## config.mk

```make
export PLATFORM = sky130hd
export DESIGN_NAME = next_lexicographic_permutation
export DESIGN_NICKNAME = d
export VERILOG_FILES = /design/src/rtl/nlp_pkg.sv /design/src/rtl/nlp_datapath.sv /design/src/rtl/nlp_controller.sv /design/src/rtl/next_lexicographic_permutation.sv
export SDC_FILE = /design/constraint.sdc
export NUM_CORES = 1
export LEC_CHECK = 0
export BUFFER_PORTS_ARGS = -buffer_cell sky130_fd_sc_hd__clkbuf_2
export CAP_MARGIN = 25
export CORE_UTILIZATION = 52
export CTS_CLUSTER_DIAMETER = 80
export CTS_CLUSTER_SIZE = 16
export DETAILED_ROUTE_END_ITERATION = 12
export PLACE_DENSITY = 0.68
export SETUP_SLACK_MARGIN = 0.3
export SYNTH_ARGS = -nofsm -noshare
export SYNTH_HDL_FRONTEND = slang
export SYNTH_SLANG_ARGS = --single-unit
```

## constraint.sdc

```tcl
create_clock -name i_clk -period 6.9 [get_ports i_clk]
set_input_delay 1.035 -clock i_clk [delete_from_list [all_inputs] [get_ports i_clk]]
set_output_delay 1.035 -clock i_clk [all_outputs]
set_load 0.005 [all_outputs]
```

## src/rtl/nlp_pkg.sv

```systemverilog
// ============================================================================
// nlp_pkg
// Shared types and constants for the next-permutation engine: element width,
// default store depth, write-data select codes and controller/datapath links.
// ============================================================================
`default_nettype none

package nlp_pkg;

    // Element width and default store capacity.
    localparam int DATA_W      = 16;
    localparam int MAX_LEN_DEF = 16;

    // Write-data select for the element store.
    localparam logic [1:0] WSEL_IN    = 2'd0;  // incoming stream element
    localparam logic [1:0] WSEL_PIV   = 2'd1;  // saved pivot value
    localparam logic [1:0] WSEL_HOLD  = 2'd2;  // holding register
    localparam logic [1:0] WSEL_RDATA = 2'd3;  // registered read data

    // Commands from the controller to the datapath.
    typedef struct packed {
        logic       mem_we;     // write the element store
        logic [1:0] wsel;       // source of the write data
        logic       prev_ld;    // capture read data as the right neighbor
        logic       piv_ld;     // capture read data as the pivot value
        logic       hold_ld;    // capture read data into the holding register
        logic       out_ld;     // load the output register
        logic       out_last;   // end of run flag for the loaded result
        logic       out_found;  // next permutation flag for the loaded result
        logic       out_ovf;    // overflow flag for the loaded result
    } t_cmd;

    // Status from the datapath to the controller.
    typedef struct packed {
        logic lt_prev;   // read data is less than its right neighbor
        logic gt_piv;    // read data is greater than the pivot value
        logic out_free;  // output register can take a new result this cycle
    } t_status;

endpackage

`default_nettype wire

```

## src/rtl/nlp_datapath.sv

```systemverilog
// ============================================================================
// nlp_datapath
// Element store, read-data register, compare logic and the output register
// that holds one result transaction for the master side.
// ============================================================================
`default_nettype none

module nlp_datapath
    import nlp_pkg::*;
#(
    parameter int MAX_LEN = MAX_LEN_DEF,
    localparam int IW     = $clog2(MAX_LEN)
) (
    input  wire logic              i_clk,
    input  wire logic              i_rst_n,
    input  wire t_cmd              i_cmd,
    input  wire logic [IW-1:0]     i_waddr,
    input  wire logic [IW-1:0]     i_raddr,
    input  wire logic [DATA_W-1:0] i_in_data,
    output t_status                o_status,
    input  wire logic              i_out_ready,
    output logic                   o_out_valid,
    output logic [DATA_W-1:0]      o_out_data,
    output logic                   o_out_last,
    output logic                   o_out_found,
    output logic                   o_out_ovf
);

    logic [DATA_W-1:0] r_mem [MAX_LEN];
    logic [DATA_W-1:0] r_rdata;
    logic [DATA_W-1:0] r_prev;
    logic [DATA_W-1:0] r_piv;
    logic [DATA_W-1:0] r_hold;
    logic [DATA_W-1:0] n_wdata;
    logic              r_out_valid;
    logic [DATA_W-1:0] r_out_data;
    logic              r_out_last;
    logic              r_out_found;
    logic              r_out_ovf;

    // Write data select.
    always_comb begin
        case (i_cmd.wsel)
            WSEL_IN:    n_wdata = i_in_data;
            WSEL_PIV:   n_wdata = r_piv;
            WSEL_HOLD:  n_wdata = r_hold;
            default:    n_wdata = r_rdata;
        endcase
    end

    // Element store with one write port and one registered read port.
    always_ff @(posedge i_clk) begin
        if (i_cmd.mem_we) begin
            r_mem[i_waddr] <= n_wdata;
        end
        r_rdata <= r_mem[i_raddr];
    end

    // Working registers loaded from the read data.
    always_ff @(posedge i_clk) begin
        if (i_cmd.prev_ld) begin
            r_prev <= r_rdata;
        end
        if (i_cmd.piv_ld) begin
            r_piv <= r_rdata;
        end
        if (i_cmd.hold_ld) begin
            r_hold <= r_rdata;
        end
    end

    // Signed compares used by the pivot and successor searches.
    assign o_status.lt_prev  = $signed(r_rdata) < $signed(r_prev);
    assign o_status.gt_piv   = $signed(r_rdata) > $signed(r_piv);
    assign o_status.out_free = !r_out_valid || i_out_ready;

    // Output register: valid flag under reset, payload without.
    always_ff @(posedge i_clk) begin
        if (!i_rst_n) begin
            r_out_valid <= 1'b0;
        end else if (i_cmd.out_ld) begin
            r_out_valid <= 1'b1;
        end else if (i_out_ready) begin
            r_out_valid <= 1'b0;
        end
    end

    always_ff @(posedge i_clk) begin
        if (i_cmd.out_ld) begin
            r_out_data  <= r_rdata;
            r_out_last  <= i_cmd.out_last;
            r_out_found <= i_cmd.out_found;
            r_out_ovf   <= i_cmd.out_ovf;
        end
    end

    assign o_out_valid = r_out_valid;
    assign o_out_data  = r_out_data;
    assign o_out_last  = r_out_last;
    assign o_out_found = r_out_found;
    assign o_out_ovf   = r_out_ovf;

endmodule

`default_nettype wire

```

## src/rtl/nlp_controller.sv

```systemverilog
// ============================================================================
// nlp_controller
// State machine that loads the sequence, searches the pivot and, if found,
// the successor, swaps them, reverses the suffix and then reads it out.
// ============================================================================
`default_nettype none

module nlp_controller
    import nlp_pkg::*;
#(
    parameter int MAX_LEN = MAX_LEN_DEF,
    localparam int IW     = $clog2(MAX_LEN),
    localparam int CW     = $clog2(MAX_LEN + 1)
) (
    input  wire logic          i_clk,
    input  wire logic          i_rst_n,
    input  wire logic          i_in_valid,
    input  wire logic          i_in_last,
    output logic               o_in_ready,
    input  wire t_status       i_status,
    output t_cmd               o_cmd,
    output logic [IW-1:0]      o_waddr,
    output logic [IW-1:0]      o_raddr
);

    localparam logic [3:0] S_LOAD  = 4'd0;
    localparam logic [3:0] S_P_RD  = 4'd1;
    localparam logic [3:0] S_P_CMP = 4'd2;
    localparam logic [3:0] S_Q_RD  = 4'd3;
    localparam logic [3:0] S_Q_CMP = 4'd4;
    localparam logic [3:0] S_SWAP  = 4'd5;
    localparam logic [3:0] S_R_CHK = 4'd6;
    localparam logic [3:0] S_R_RDA = 4'd7;
    localparam logic [3:0] S_R_RDB = 4'd8;
    localparam logic [3:0] S_R_WA  = 4'd9;
    localparam logic [3:0] S_R_WB  = 4'd10;
    localparam logic [3:0] S_E_RD  = 4'd11;
    localparam logic [3:0] S_E_LD  = 4'd12;

    logic [3:0]    r_state, n_state;
    logic [CW-1:0] r_count, n_count;
    logic          r_ovf, n_ovf;
    logic          r_found, n_found;
    logic [IW-1:0] r_idx, n_idx;
    logic [IW-1:0] r_p, n_p;
    logic [IW-1:0] r_lo, n_lo;
    logic [IW-1:0] r_hi, n_hi;
    logic [CW-1:0] last_cnt;
    logic [IW-1:0] last_ix;
    logic [CW-1:0] load_cnt;
    logic          has_room;
    logic          in_xfer;

    // Index of the last stored element.
    assign last_cnt = r_count - CW'(1);
    assign last_ix  = last_cnt[IW-1:0];
    assign has_room = r_count < CW'(MAX_LEN);
    assign load_cnt = has_room ? (r_count + CW'(1)) : r_count;
    assign in_xfer  = i_in_valid && (r_state == S_LOAD);

    assign o_in_ready = (r_state == S_LOAD);

    // Next-state and command logic.
    always_comb begin
        n_state = r_state;
        n_count = r_count;
        n_ovf   = r_ovf;
        n_found = r_found;
        n_idx   = r_idx;
        n_p     = r_p;
        n_lo    = r_lo;
        n_hi    = r_hi;
        o_cmd   = '0;
        o_cmd.wsel      = WSEL_IN;
        o_cmd.out_last  = (r_idx == last_ix);
        o_cmd.out_found = r_found;
        o_cmd.out_ovf   = r_ovf;
        o_waddr = r_count[IW-1:0];
        o_raddr = r_idx;

        unique case (r_state)
            S_LOAD: begin
                if (in_xfer) begin
                    if (has_room) begin
                        o_cmd.mem_we = 1'b1;
                        n_count      = load_cnt;
                    end else begin
                        n_ovf = 1'b1;
                    end
                    if (i_in_last) begin
                        n_found = 1'b0;
                        if (load_cnt < CW'(2)) begin
                            n_idx   = '0;
                            n_state = S_E_RD;
                        end else begin
                            n_idx   = IW'(load_cnt - CW'(1));
                            n_state = S_P_RD;
                        end
                    end
                end
            end
            S_P_RD: begin
                o_raddr = r_idx;
                n_state = S_P_CMP;
            end
            S_P_CMP: begin
                // Walk right to left looking for the first ascent.
                if (r_idx == last_ix) begin
                    o_cmd.prev_ld = 1'b1;
                    n_idx         = r_idx - IW'(1);
                    n_state       = S_P_RD;
                end else if (i_status.lt_prev) begin
                    o_cmd.piv_ld = 1'b1;
                    n_p          = r_idx;
                    n_hi         = last_ix;
                    n_found      = 1'b1;
                    n_state      = S_Q_RD;
                end else if (r_idx == '0) begin
                    o_cmd.prev_ld = 1'b1;
                    n_state       = S_E_RD;
                end else begin
                    o_cmd.prev_ld = 1'b1;
                    n_idx         = r_idx - IW'(1);
                    n_state       = S_P_RD;
                end
            end
            S_Q_RD: begin
                o_raddr = r_hi;
                n_state = S_Q_CMP;
            end
            S_Q_CMP: begin
                // Rightmost element above the pivot; it always exists here.
                if (i_status.gt_piv) begin
                    o_cmd.hold_ld = 1'b1;
                    o_cmd.mem_we  = 1'b1;
                    o_cmd.wsel    = WSEL_PIV;
                    o_waddr       = r_hi;
                    n_state       = S_SWAP;
                end else begin
                    n_hi    = r_hi - IW'(1);
                    n_state = S_Q_RD;
                end
            end
            S_SWAP: begin
                o_cmd.mem_we = 1'b1;
                o_cmd.wsel   = WSEL_HOLD;
                o_waddr      = r_p;
                n_lo         = r_p + IW'(1);
                n_hi         = last_ix;
                n_state      = S_R_CHK;
            end
            S_R_CHK: begin
                if (r_lo < r_hi) begin
                    n_state = S_R_RDA;
                end else begin
                    n_idx   = '0;
                    n_state = S_E_RD;
                end
            end
            S_R_RDA: begin
                o_raddr = r_lo;
                n_state = S_R_RDB;
            end
            S_R_RDB: begin
                o_raddr       = r_hi;
                o_cmd.hold_ld = 1'b1;
                n_state       = S_R_WA;
            end
            S_R_WA: begin
                o_cmd.mem_we = 1'b1;
                o_cmd.wsel   = WSEL_RDATA;
                o_waddr      = r_lo;
                n_state      = S_R_WB;
            end
            S_R_WB: begin
                o_cmd.mem_we = 1'b1;
                o_cmd.wsel   = WSEL_HOLD;
                o_waddr      = r_hi;
                n_lo         = r_lo + IW'(1);
                n_hi         = r_hi - IW'(1);
                n_state      = S_R_CHK;
            end
            S_E_RD: begin
                o_raddr = r_idx;
                n_state = S_E_LD;
            end
            S_E_LD: begin
                // Hand one element to the output register when it has room.
                if (i_status.out_free) begin
                    o_cmd.out_ld = 1'b1;
                    if (r_idx == last_ix) begin
                        n_count = '0;
                        n_ovf   = 1'b0;
                        n_state = S_LOAD;
                    end else begin
                        n_idx   = r_idx + IW'(1);
                        n_state = S_E_RD;
                    end
                end
            end
            default: begin
                n_state = S_LOAD;
            end
        endcase
    end

    // Control registers.
    always_ff @(posedge i_clk) begin
        if (!i_rst_n) begin
            r_state <= S_LOAD;
            r_count <= '0;
            r_ovf   <= 1'b0;
            r_found <= 1'b0;
        end else begin
            r_state <= n_state;
            r_count <= n_count;
            r_ovf   <= n_ovf;
            r_found <= n_found;
        end
    end

    // Index registers.
    always_ff @(posedge i_clk) begin
        r_idx <= n_idx;
        r_p   <= n_p;
        r_lo  <= n_lo;
        r_hi  <= n_hi;
    end

endmodule

`default_nettype wire

```

## src/rtl/next_lexicographic_permutation.sv

```systemverilog
// ============================================================================
// next_lexicographic_permutation
// Loads a signed sequence, steps it to its next lexicographic permutation if
// one exists and streams the result back with found and overflow flags.
// ============================================================================
//
// Channel   Dir  tdata               tlast        tuser
// s_axis    in   [15:0] element      last element -
// m_axis    out  [15:0] result       end of run   [0] found, [1] overflow
//
// Loading takes one cycle per element; elements past MAX_LEN are dropped.
// After the last element the single read port of the store sets the pace:
// the pivot and successor searches read and then compare each element
// visited, the swap follows the successor compare, each suffix pair is read
// and written at both ends between checks, and readout reads each element out.
// Input is not ready from the last element until the final result is in
// the output register; a stalled master side holds the readout.
// Reset is synchronous and active low; the store itself is not cleared.
// ============================================================================
`default_nettype none

module next_lexicographic_permutation
    import nlp_pkg::*;
#(
    parameter int MAX_LEN = MAX_LEN_DEF
) (
    input  wire logic              i_clk,
    input  wire logic              i_rst_n,
    input  wire logic              s_axis_tvalid,
    output logic                   s_axis_tready,
    input  wire logic [DATA_W-1:0] s_axis_tdata,   // [15:0] element_value
    input  wire logic              s_axis_tlast,
    output logic                   m_axis_tvalid,
    input  wire logic              m_axis_tready,
    output logic [DATA_W-1:0]      m_axis_tdata,   // [15:0] result_value
    output logic                   m_axis_tlast,
    output logic [1:0]             m_axis_tuser    // [0] found_next, [1] overflowed
);

    localparam int IW = $clog2(MAX_LEN);

    t_cmd          cmd;
    t_status       status;
    logic [IW-1:0] waddr;
    logic [IW-1:0] raddr;
    logic          out_found;
    logic          out_ovf;

    // Sequencing of load, search, permute and readout.
    nlp_controller #(
        .MAX_LEN (MAX_LEN)
    ) u_ctrl (
        .i_clk      (i_clk),
        .i_rst_n    (i_rst_n),
        .i_in_valid (s_axis_tvalid),
        .i_in_last  (s_axis_tlast),
        .o_in_ready (s_axis_tready),
        .i_status   (status),
        .o_cmd      (cmd),
        .o_waddr    (waddr),
        .o_raddr    (raddr)
    );

    // Store, compares and output register.
    nlp_datapath #(
        .MAX_LEN (MAX_LEN)
    ) u_dp (
        .i_clk       (i_clk),
        .i_rst_n     (i_rst_n),
        .i_cmd       (cmd),
        .i_waddr     (waddr),
        .i_raddr     (raddr),
        .i_in_data   (s_axis_tdata),
        .o_status    (status),
        .i_out_ready (m_axis_tready),
        .o_out_valid (m_axis_tvalid),
        .o_out_data  (m_axis_tdata),
        .o_out_last  (m_axis_tlast),
        .o_out_found (out_found),
        .o_out_ovf   (out_ovf)
    );

    // Result flags packed into the user field, lowest bit first.
    assign m_axis_tuser = {out_ovf, out_found};

endmodule

`default_nettype wire

```

# After elaboration in Yosys (flattened, before gate mapping)
# Memory sizes are Yosys's and may differ from the RTL's. A register that Yosys moved wholly into a read port is not among the register bits.
# Index checks and enable logic that the tools add are counted.
# classes
n_div	0
n_eq_ne	28
order_cmp	5
shifts	0
muxes	64
reduce_logical	22
add_sub_neg	8
n_mul	0
bitwise	1
# ops
cell	n
two-way mux 4 bit	22
one-hot mux 16 bit (3 select lines)	1
one-hot mux 4 bit (12 select lines)	1
one-hot mux 4 bit (4 select lines)	3
two-way mux 5 bit	5
two-way mux 1 bit	21
== test 4 bit (second input constant)	5
== test 4 x 3 -> 1 bit (second input constant)	4
greater-than comparator 16 bit	1
< comparator 16 bit	1
one-hot mux 4 bit (2 select lines)	2
subtractor 4 x 1 -> 4 bit (second input constant)	4
AND reduction 5 bit	3
!= test 2 bit (second input constant)	7
adder 4 x 1 -> 4 bit (second input constant)	3
one-hot mux 5 bit (2 select lines)	1
== test 4 x 2 -> 1 bit (second input constant)	2
logical NOT 4 bit	2
!= test 2 x 1 -> 1 bit (second input constant)	4
AND reduction 8 bit	1
nonzero test 2 bit	4
nonzero test 4 bit	2
two-way mux 3 bit	2
!= test 3 x 2 -> 1 bit (second input constant)	2
other kinds (21)	25
# word_totals
output_inout_bits	21
input_bits	21
latchBits	0
ram_bits	256
word_cells	145
reg_bits	95
rom_bits	0
n_memories	1
# memory_table
memory	words	word_bits	read_ports	rd_ports_with_merged_regs	write_ports	line_no	text
u_dp.r_mem	16	16	1	1	1	nlp_datapath.sv:29	logic [DATA_W-1:0] r_mem [MAX_LEN];

# Depth between registers and ports, before layout
# Gate-level depths: netlist (run 1).
# depth
ltp_word	7
ltp_mapped	11
mapped_depth_nobuf	10

# Cells and area by module
# From an unflattened synthesis (run 1), not the netlist that was laid out.
# hier_totals
hier_cells	848
area_unflattened_um2	15648.8
# by_module_without_submodules
mod	cells_each	area_per_inst_um2	seq_area_each_um2	instances
nlp_datapath	595	13430.4	10039.6	1
nlp_controller	251	2203.4	700.7	1
next_lexicographic_permutation	2	15.0	0.0	1

# Worst setup path before layout (run 1)
# OpenSTA, ideal clock, no wires.
# synth_timing
path_type	register to register
startpoint	register u_dp.r_piv[15]
endpoint	memory u_dp.r_mem[10][0], enable pin
arrival_ps	3824
required_ps	6469
n_path_buf	1
path_slack_ps	2645
synth_period_minus_slack_ps	4255
path_stages_with_launch	12
setup_time_ps	431
cell_sequence	edfxtp_1 > inv_1 > ha_1 > nand4_1 > nor4_2 > o21ai_1 > and4_4 > o21ai_2 > o21ai_0 > o2111ai_2 > buf_6 > nor4bb_1
# synth_between
elab_chain_len	5
elab_cells_between_ends	7
cone_classes	1 x order compare; 6 x mux
# synth_rtl
element	line_no	text
start: declaration	nlp_datapath.sv:32	logic [DATA_W-1:0] r_piv;
start signal: assignment	nlp_datapath.sv:65	r_piv <= r_rdata;
greater-than comparator 16 bit *	nlp_datapath.sv:74	assign o_status.gt_piv = $signed(r_rdata) > $signed(r_piv);
two-way mux 3 bit	nlp_controller.sv:133	if (i_status.gt_piv) begin
one-hot mux 1 bit (3 select lines)	nlp_controller.sv:81	unique case (r_state)
two-way mux 1 bit	nlp_datapath.sv:53	if (i_cmd.mem_we) begin
two-way mux 1 bit (not written as such)	nlp_datapath.sv:54	r_mem[i_waddr] <= n_wdata;
end: declaration	nlp_datapath.sv:29	
# Every way passes the cells marked *; elsewhere a longest branch is shown, timed or not.

# Worst setup path after layout (run 1)
# layout_timing
startpoint	register u_ctrl.r_state[2]
endpoint	register u_dp.r_rdata[12] (read register of u_dp.r_mem)
# layout_between
elab_chain_len	3
elab_cells_between_ends	5
cone_classes	3 x eq/ne; 1 x mux; 1 x reduce/logical
# layout_rtl
element	line_no	text
start: declaration	nlp_controller.sv:40	logic [3:0] r_state, n_state;
start signal: assignment	nlp_controller.sv:215	r_state <= n_state;
== test 4 x 2 -> 1 bit or == test 4 bit (tied branches)	nlp_controller.sv:81	
OR reduction 2 bit (no source line)	n/a	
one-hot mux 4 bit (2 select lines) *	nlp_controller.sv:81	
end: declaration	nlp_datapath.sv:30	logic [DATA_W-1:0] r_rdata;
# Marked as above.
# A chain may end at the register's enable or synchronous reset.

==> out/metrics.cfg, run 1 <==
[sta]
fin_crit_ns = 4.45
slew_violations = 0
tightest_slew_ns = 1.03
hold_viol = 0
timing.final.crit_share = 0.645
max_freq_mhz = 225
rsz0062_at_grt = no
clock_skew_ns = 0.0256
setup_viol_count_final = 0
setup-tns-final_ns = 0
slew_headroom = 0.309

[final_layout]
syn_to_final_growth_pct = 9.71
fill_cells = 2379
design_area_mm2 = 0.0175
finalNetCount = 1344
seq_area_mm2 = 0.0107
antenna_cells = 0
multi_input_area_mm2 = 0.00488
drive_gt1_frac = 0.106

[critical_path]
crit_chain = nand2b_1 > nor2_1 > a22o_1 > a21o_4 > buf_4 > mux2i_1 > mux2i_1 > a32oi_1 > o221ai_1
crit_path_end_kind = register
r2r_setup_slack_ns = 2.45
startpoint = u_ctrl.r_state[2]$_SDFFE_PN0P_
rr_endpoint = u_dp.r_rdata[12]$_DFF_P_
critical-path-max-stage-delay_ns = 0.72
arrival_ns = 4.82
critical_path.most_common_cell = mux2i_1
slowest_stage = buf_4
cp_max_fo = 72
r2r-start = u_ctrl.r_state[2]$_SDFFE_PN0P_
crit_required_ns = 7.28
start_kind = register
r2r_cells = 9
crit_type = register to register

[detailed_routing]
wl_per_cell_um = 20.8
drc = 0
dr.pass1.iters = 6
wirelength_um = 34900
first_iter_violations = 943
vias = 9860
vias_per_cell = 5.87
ant_nets = 0

[clock_network]
post_cts_resized = 0
cts_tree = done
ctsRootBufferMaster = clkbuf_16
hold_buffers = 0
max-clock-path-buffers = 3
post_cts_buffers = 0
cts_made_buffers = 27
clk_latency_ns = 0.55
clock_sink_count = 367
cts.reportedPaths.clkPinSlew_ns = 0.08
htree_levels = 1

[yosys]
ys.flop_type = edfxtp_1
syn_nets = 1311
ys_seq_area_frac = 0.673
yosys_warnings = 0
synth-edff-count = 339
synth_cell_types = 71
ys_seq_elements = 367
syn_area_per_cell_um2 = 12.8
async_reset_ff_frac = 0
synth_area_mm2 = 0.0160
synth_cells = 1248

[placement]
dpl.hpwl_um = 22700
port_buffers = 41
gp_congestion = 0.881
placed_cell_area_mm2 = 0.0167

[worst_hold_path]
hold_path.class = register to register
worstHoldStart = u_ctrl.r_found$_SDFFE_PN0P_
hold_depth = 0
hold_end = u_dp.o_out_found$_DFFE_PP_

[global_routing]
grt_pass1_wl_um = 54800
grtUsageTotal = 0.228
grt_pass1_vias = 9625
grt_max_degree = 82
grt_antenna_before_repair = 0
grt_overflow_total = 0

[floorplanning]
initial_core_util = 0.533
die-area_mm2 = 0.0314
fp.dieH_um = 177
io_pins = 42
core_area_mm2 = 0.0300
core.rowCount = 63
fp.dieW_um = 177

[pwr]
power.leakage_nw = 6.28
cellPowerDensity_mw_per_mm2 = 428
irDropWorstVdd_v = 0.000271

[outcome]
status = finished, final reports clean

[job]
max_cap_viol_count = 0

## final cells by class
cell class              instances  area share
clock inverters                 2     0.00114
clock buffers                  36      0.0405
repair buffers                 69      0.0279
inverters                      49      0.0105
flip-flops and latches        367       0.613
multi-input cells             767       0.279
well taps                     390      0.0279
## cells in the mapped netlist, drive strengths merged (4+ instances only)
master | n | area [µm²]
a21o | 14 | 105
a21oi | 26 | 138
a22oi | 19 | 143
a31oi | 16 | 100
a32oi | 17 | 149
and2 | 5 | 31.3
and4b | 5 | 50.1
and4bb | 4 | 50.1
buf | 35 | 205
clkbuf | 30 | 113
dfxtp | 28 | 561
edfxtp | 339 | 10200
ha | 41 | 513
inv | 48 | 180
mux2i | 58 | 581
nand2 | 174 | 656
nand2b | 6 | 37.5
nand3 | 58 | 290
nand4 | 19 | 119
nor2 | 142 | 536
nor2b | 8 | 50.1
nor3 | 11 | 66.3
nor4b | 4 | 60.1
o21ai | 57 | 300
o221ai | 17 | 149
o22ai | 4 | 25.0
xnor2 | 11 | 96.3
xor2 | 6 | 52.6
## sequential cells by signal, indices dropped and copies added (netlist names)
signal            flops
u_dp.r_prev          16
u_dp.r_rdata         16
u_dp.r_mem          256
u_dp.r_piv           16
u_ctrl.r_lo           4
u_ctrl.r_hi           4
u_dp.o_out_valid      1
u_ctrl.r_idx          4
u_ctrl.r_found        1
u_dp.o_out_found      1
u_dp.o_out_ovf        1
u_dp.o_out_data      16
u_ctrl.r_ovf          1
u_dp.o_out_last       1
u_ctrl.r_count        5
u_dp.r_hold          16
u_ctrl.r_state        4
u_ctrl.r_p            4
## per-stage QoR
step	util	setup WS, ns	instances	total power [mW]	hold WS [ns]
floorplan	-	2.65	1248	5.11	0.408
global route	0.585	2.06	1680	7.93	0.455
finish	0.585	2.45	1680	7.49	0.436
global placement	0.554	2.33	1629	5.96	0.413
detailed placement	0.557	2.38	1634	6.06	0.422
CTS	0.581	2.34	1672	7.50	0.441
## power breakdown
group / internal (mW) / switching [mW] / leakage, nW
logic: 0.948 / 1.92 / 2.63
clock network: 0.716 / 0.725 / 0.354
registers: 2.96 / 0.221 / 3.30
## placed cells by master (no fill, tap or decap), types with 4 or more instances in the layout
| cell | netlist | final |
|---|---|---|
| edfxtp_1 | 339 | 339 |
| nand2_1 | 173 | 172 |
| nor2_1 | 141 | 140 |
| mux2i_1 | 58 | 58 |
| nand3_1 | 58 | 58 |
| inv_1 | 48 | 48 |
| o21ai_0 | 45 | 45 |
| ha_1 | 41 | 41 |
| clkbuf_2 | 0 | 41 |
| dfxtp_1 | 28 | 28 |
| clkbuf_16 | 0 | 27 |
| a21oi_1 | 24 | 24 |
| nand4_1 | 19 | 19 |
| a22oi_1 | 19 | 19 |
| o221ai_1 | 17 | 17 |
| a32oi_1 | 17 | 17 |
| buf_4 | 6 | 16 |
| a21o_1 | 14 | 13 |
| xnor2_1 | 11 | 11 |
| nor3_1 | 10 | 10 |
| o21ai_1 | 10 | 10 |
| a31oi_2 | 0 | 9 |
| clkbuf_1 | 30 | 9 |
| nor2b_1 | 8 | 8 |
| buf_6 | 3 | 8 |
| a31oi_1 | 16 | 7 |
| xor2_1 | 6 | 6 |
| nand2b_1 | 6 | 6 |
| and2_1 | 5 | 5 |
| and4b_1 | 5 | 5 |
| o22ai_1 | 4 | 4 |
| and4bb_2 | 4 | 4 |
| nor4b_4 | 0 | 4 |
## worst max-delay path, delay by kind of cell (launching register included)
kind / cells / cell delay [ns]
AO/OA/AOI/OAI: 4 / 1.66
buffers and inverters: 1 / 0.72
flip-flops: 1 / 0.67
multiplexers: 2 / 0.37
AND/OR/NAND/NOR: 2 / 0.82
## routing by layer
layer	track usage	wire (µm)	vias to the layer above
met5	0	0	-
met4	0.0589	694	0
met3	0.0268	2070	48
met2	0.362	16300	303
met1	0.333	15800	4831
li1	-	-	4678
## how the worst max path moves through the flow
stage	endpoint	slack, ns
floorplan	u_dp.r_mem[10][0]$_DFFE_PP_	2.65
global placement	u_dp.r_mem[4][5]$_DFFE_PP_	2.33
detailed placement	u_dp.r_mem[1][8]$_DFFE_PP_	2.38
CTS	u_dp.r_mem[1][12]$_DFFE_PP_	2.34
global route	u_dp.r_rdata[10]$_DFF_P_	2.06
finish	u_dp.r_rdata[12]$_DFF_P_	2.45
## kinds of logic after synthesis
logic type,count (synthesis),synth area share
fa+ha+maj,42,0.0334
compound gates,194,0.0833
simple gates,455,0.132
xor+xnor,17,0.00933
mux,59,0.0371
buf+inv,114,0.0314
flops,367,0.673
No activity file was read; power rests on OpenSTA's default activity.
==> inputs of run 2 (changes only) <==
- clock period: 6.9 -> 4.16 ns (I/O delays scaled with it)
==> out/metrics.cfg, run 2 (synthesis gave the netlist of run 1 again) <==
[global_routing]
grt_pass1_wl_um = 54600
grt_max_degree = 49
grt_pass1_vias = 9710
grt_antenna_before_repair = 0
grtUsageTotal = 0.226
grt_overflow_total = 0

[critical_path]
arrival_ns = 4.09
start_kind = register
cp_max_fo = 48
crit_type = register to register
rr_endpoint = u_dp.r_rdata[11]$_DFF_P_
r2r_cells = 8
r2r-start = u_ctrl.r_state[2]$_SDFFE_PN0P_
crit_required_ns = 4.55
r2r_setup_slack_ns = 0.46
crit_path_end_kind = register

[worst_hold_path]
hold_end = u_ctrl.r_found$_SDFFE_PN0P_
hold_depth = 4
worstHoldStart = s_axis_tlast
hold_path.class = input pin to register

[detailed_routing]
first_iter_violations = 1095
wirelength_um = 35100
vias_per_cell = 5.88
dr.pass1.iters = 5
drc = 0
ant_nets = 0
wl_per_cell_um = 20.5
vias = 10068

[floorplanning]
fp.dieW_um = 177
fp.dieH_um = 177
initial_core_util = 0.533
core.rowCount = 63
core_area_mm2 = 0.0300
io_pins = 42
die-area_mm2 = 0.0314

[final_layout]
syn_to_final_growth_pct = 11.2
largest_register_ffs = 256
drive_gt1_frac = 0.124
finalNetCount = 1376
mostFrequentLayoutCell = edfxtp_1
design_area_mm2 = 0.0177
fill_cells = 2405
mostFrequentLayoutCells = 339 x edfxtp_1, 172 x nand2_1, 140 x nor2_1
final_util = 0.592
multi_input_area_mm2 = 0.00486
largest_register = u_dp.r_mem
seq_area_mm2 = 0.0107

[pwr]
switching_share = 0.382
p_int_mw = 7.83
cellPowerDensity_mw_per_mm2 = 714
power.leakage_nw = 6.45
power_switching_mw = 4.84
irDropWorstVdd_v = 0.000511
p_seq_frac = 0.413
clkPwrFrac = 0.189
pwr-share-comb = 0.398

[sta]
setup-tns-final_ns = 0
max_freq_mhz = 270
clock_skew_ns = 0.0299
slew_headroom = 0.493
rsz0062_at_grt = yes
timing.final.crit_share = 0.891
tightest_slew_ns = 0.761
slew_violations = 0
setup_viol_count_final = 0
hold_viol = 0
fin_crit_ns = 3.70

[placement]
gp_congestion = 0.870
port_buffers = 41
placed_cell_area_mm2 = 0.0169
dpl.hpwl_um = 23300

[clock_network]
cts_made_buffers = 27
max-clock-path-buffers = 3
cts_tree = done
cts.reportedPaths.clkPinSlew_ns = 0.07
clk_latency_ns = 0.56
ctsRootBufferMaster = clkbuf_16
htree_levels = 1
clock_sink_count = 367

[outcome]
status = finished, final reports clean

[job]
max_cap_viol_count = 0

run 2: cell types whose count changed in the layout (fill, tap and decap cells not counted), sizes merged:
cell | previous run | this run
buf | 28 | 60
clkbuf | 77 | 76
clkinv | 1 | 2
clkinvlp | 0 | 1
diode | 0 | 1
inv | 50 | 49
run 2: per-layer routing:
layer  vias to the layer above  GRT usage  part of all wire
li1                       4733          -                 -
met1                      4979      0.328              0.46
met2                       315      0.363              0.47
met3                        41     0.0305             0.058
met4                         0     0.0528             0.019
met5                         -          0                 0
run 2: worst max-delay path: stages (launching register included):
cell      delay, ns
dfxtp_1        0.66
nand2b_1       0.35
nor2_1         0.46
a22o_1         0.32
a21o_4         0.59
mux2i_1        0.34
mux2i_1        0.14
a32oi_1        0.35
o221ai_1       0.26
run 2: worst max-delay path by stage:
stage                                    from  slack, ns                           to  cells after the start
3_5_place_dp         u_dp.r_piv[15]$_DFFE_PP_       0.26   u_dp.r_mem[5][9]$_DFFE_PP_                     12
5_1_grt              u_dp.r_piv[15]$_DFFE_PP_       0.28  u_dp.r_mem[10][7]$_DFFE_PP_                     12
4_1_cts              u_dp.r_piv[15]$_DFFE_PP_       0.29  u_dp.r_mem[12][1]$_DFFE_PP_                     11
6_report       u_ctrl.r_state[2]$_SDFFE_PN0P_       0.46     u_dp.r_rdata[11]$_DFF_P_                      8
3_3_place_gp         u_dp.r_piv[15]$_DFFE_PP_       0.33  u_dp.r_mem[5][11]$_DFFE_PP_                     12
2_1_floorplan        u_dp.r_piv[15]$_DFFE_PP_       0.46   u_dp.r_mem[2][0]$_DFFE_PP_                     11
run 2: power groups by stage:
stage                     Clock (mW)  Combinational [mW]  Sequential, mW
after floorplan                    0                3.30            5.19
after global placement             0                4.85            5.28
after detailed placement           0                4.96            5.30
after CTS                       2.44                4.98            5.22
after global routing            2.55                5.53            5.28
final                           2.40                5.04            5.23
run 2: repair_timing:
action / in CTS / in global routing
gates resized for setup: 2 / 9
gates cloned: 0 / 0
pin swaps: 0 / 2
setup endpoints to repair: 79 / 208
endpoints found under the hold margin: 0 / 0
setup buffers: 0 / 6
hold buffers: 0 / 0
run 2: metrics by stage:
stage | power, mW | instances | hold slack, ns | worst slack (ns)
final | 12.7 | 1713 | 0.406 | 0.455
after global routing | 13.4 | 1712 | 0.452 | 0.284
after CTS | 12.6 | 1705 | 0.393 | 0.288
after detailed placement | 10.3 | 1667 | 0.419 | 0.265
after global placement | 10.1 | 1667 | 0.420 | 0.332
after floorplan | 8.49 | 1248 | 0.408 | 0.458
run 2: final cells by class:
cell class              instances  area share
clock buffers                  35      0.0398
inverters                      49      0.0104
flip-flops and latches        367       0.605
multi-input cells             767       0.274
clock inverters                 3     0.00183
well taps                     390      0.0275
diodes                          1    0.000141
repair buffers                101      0.0411
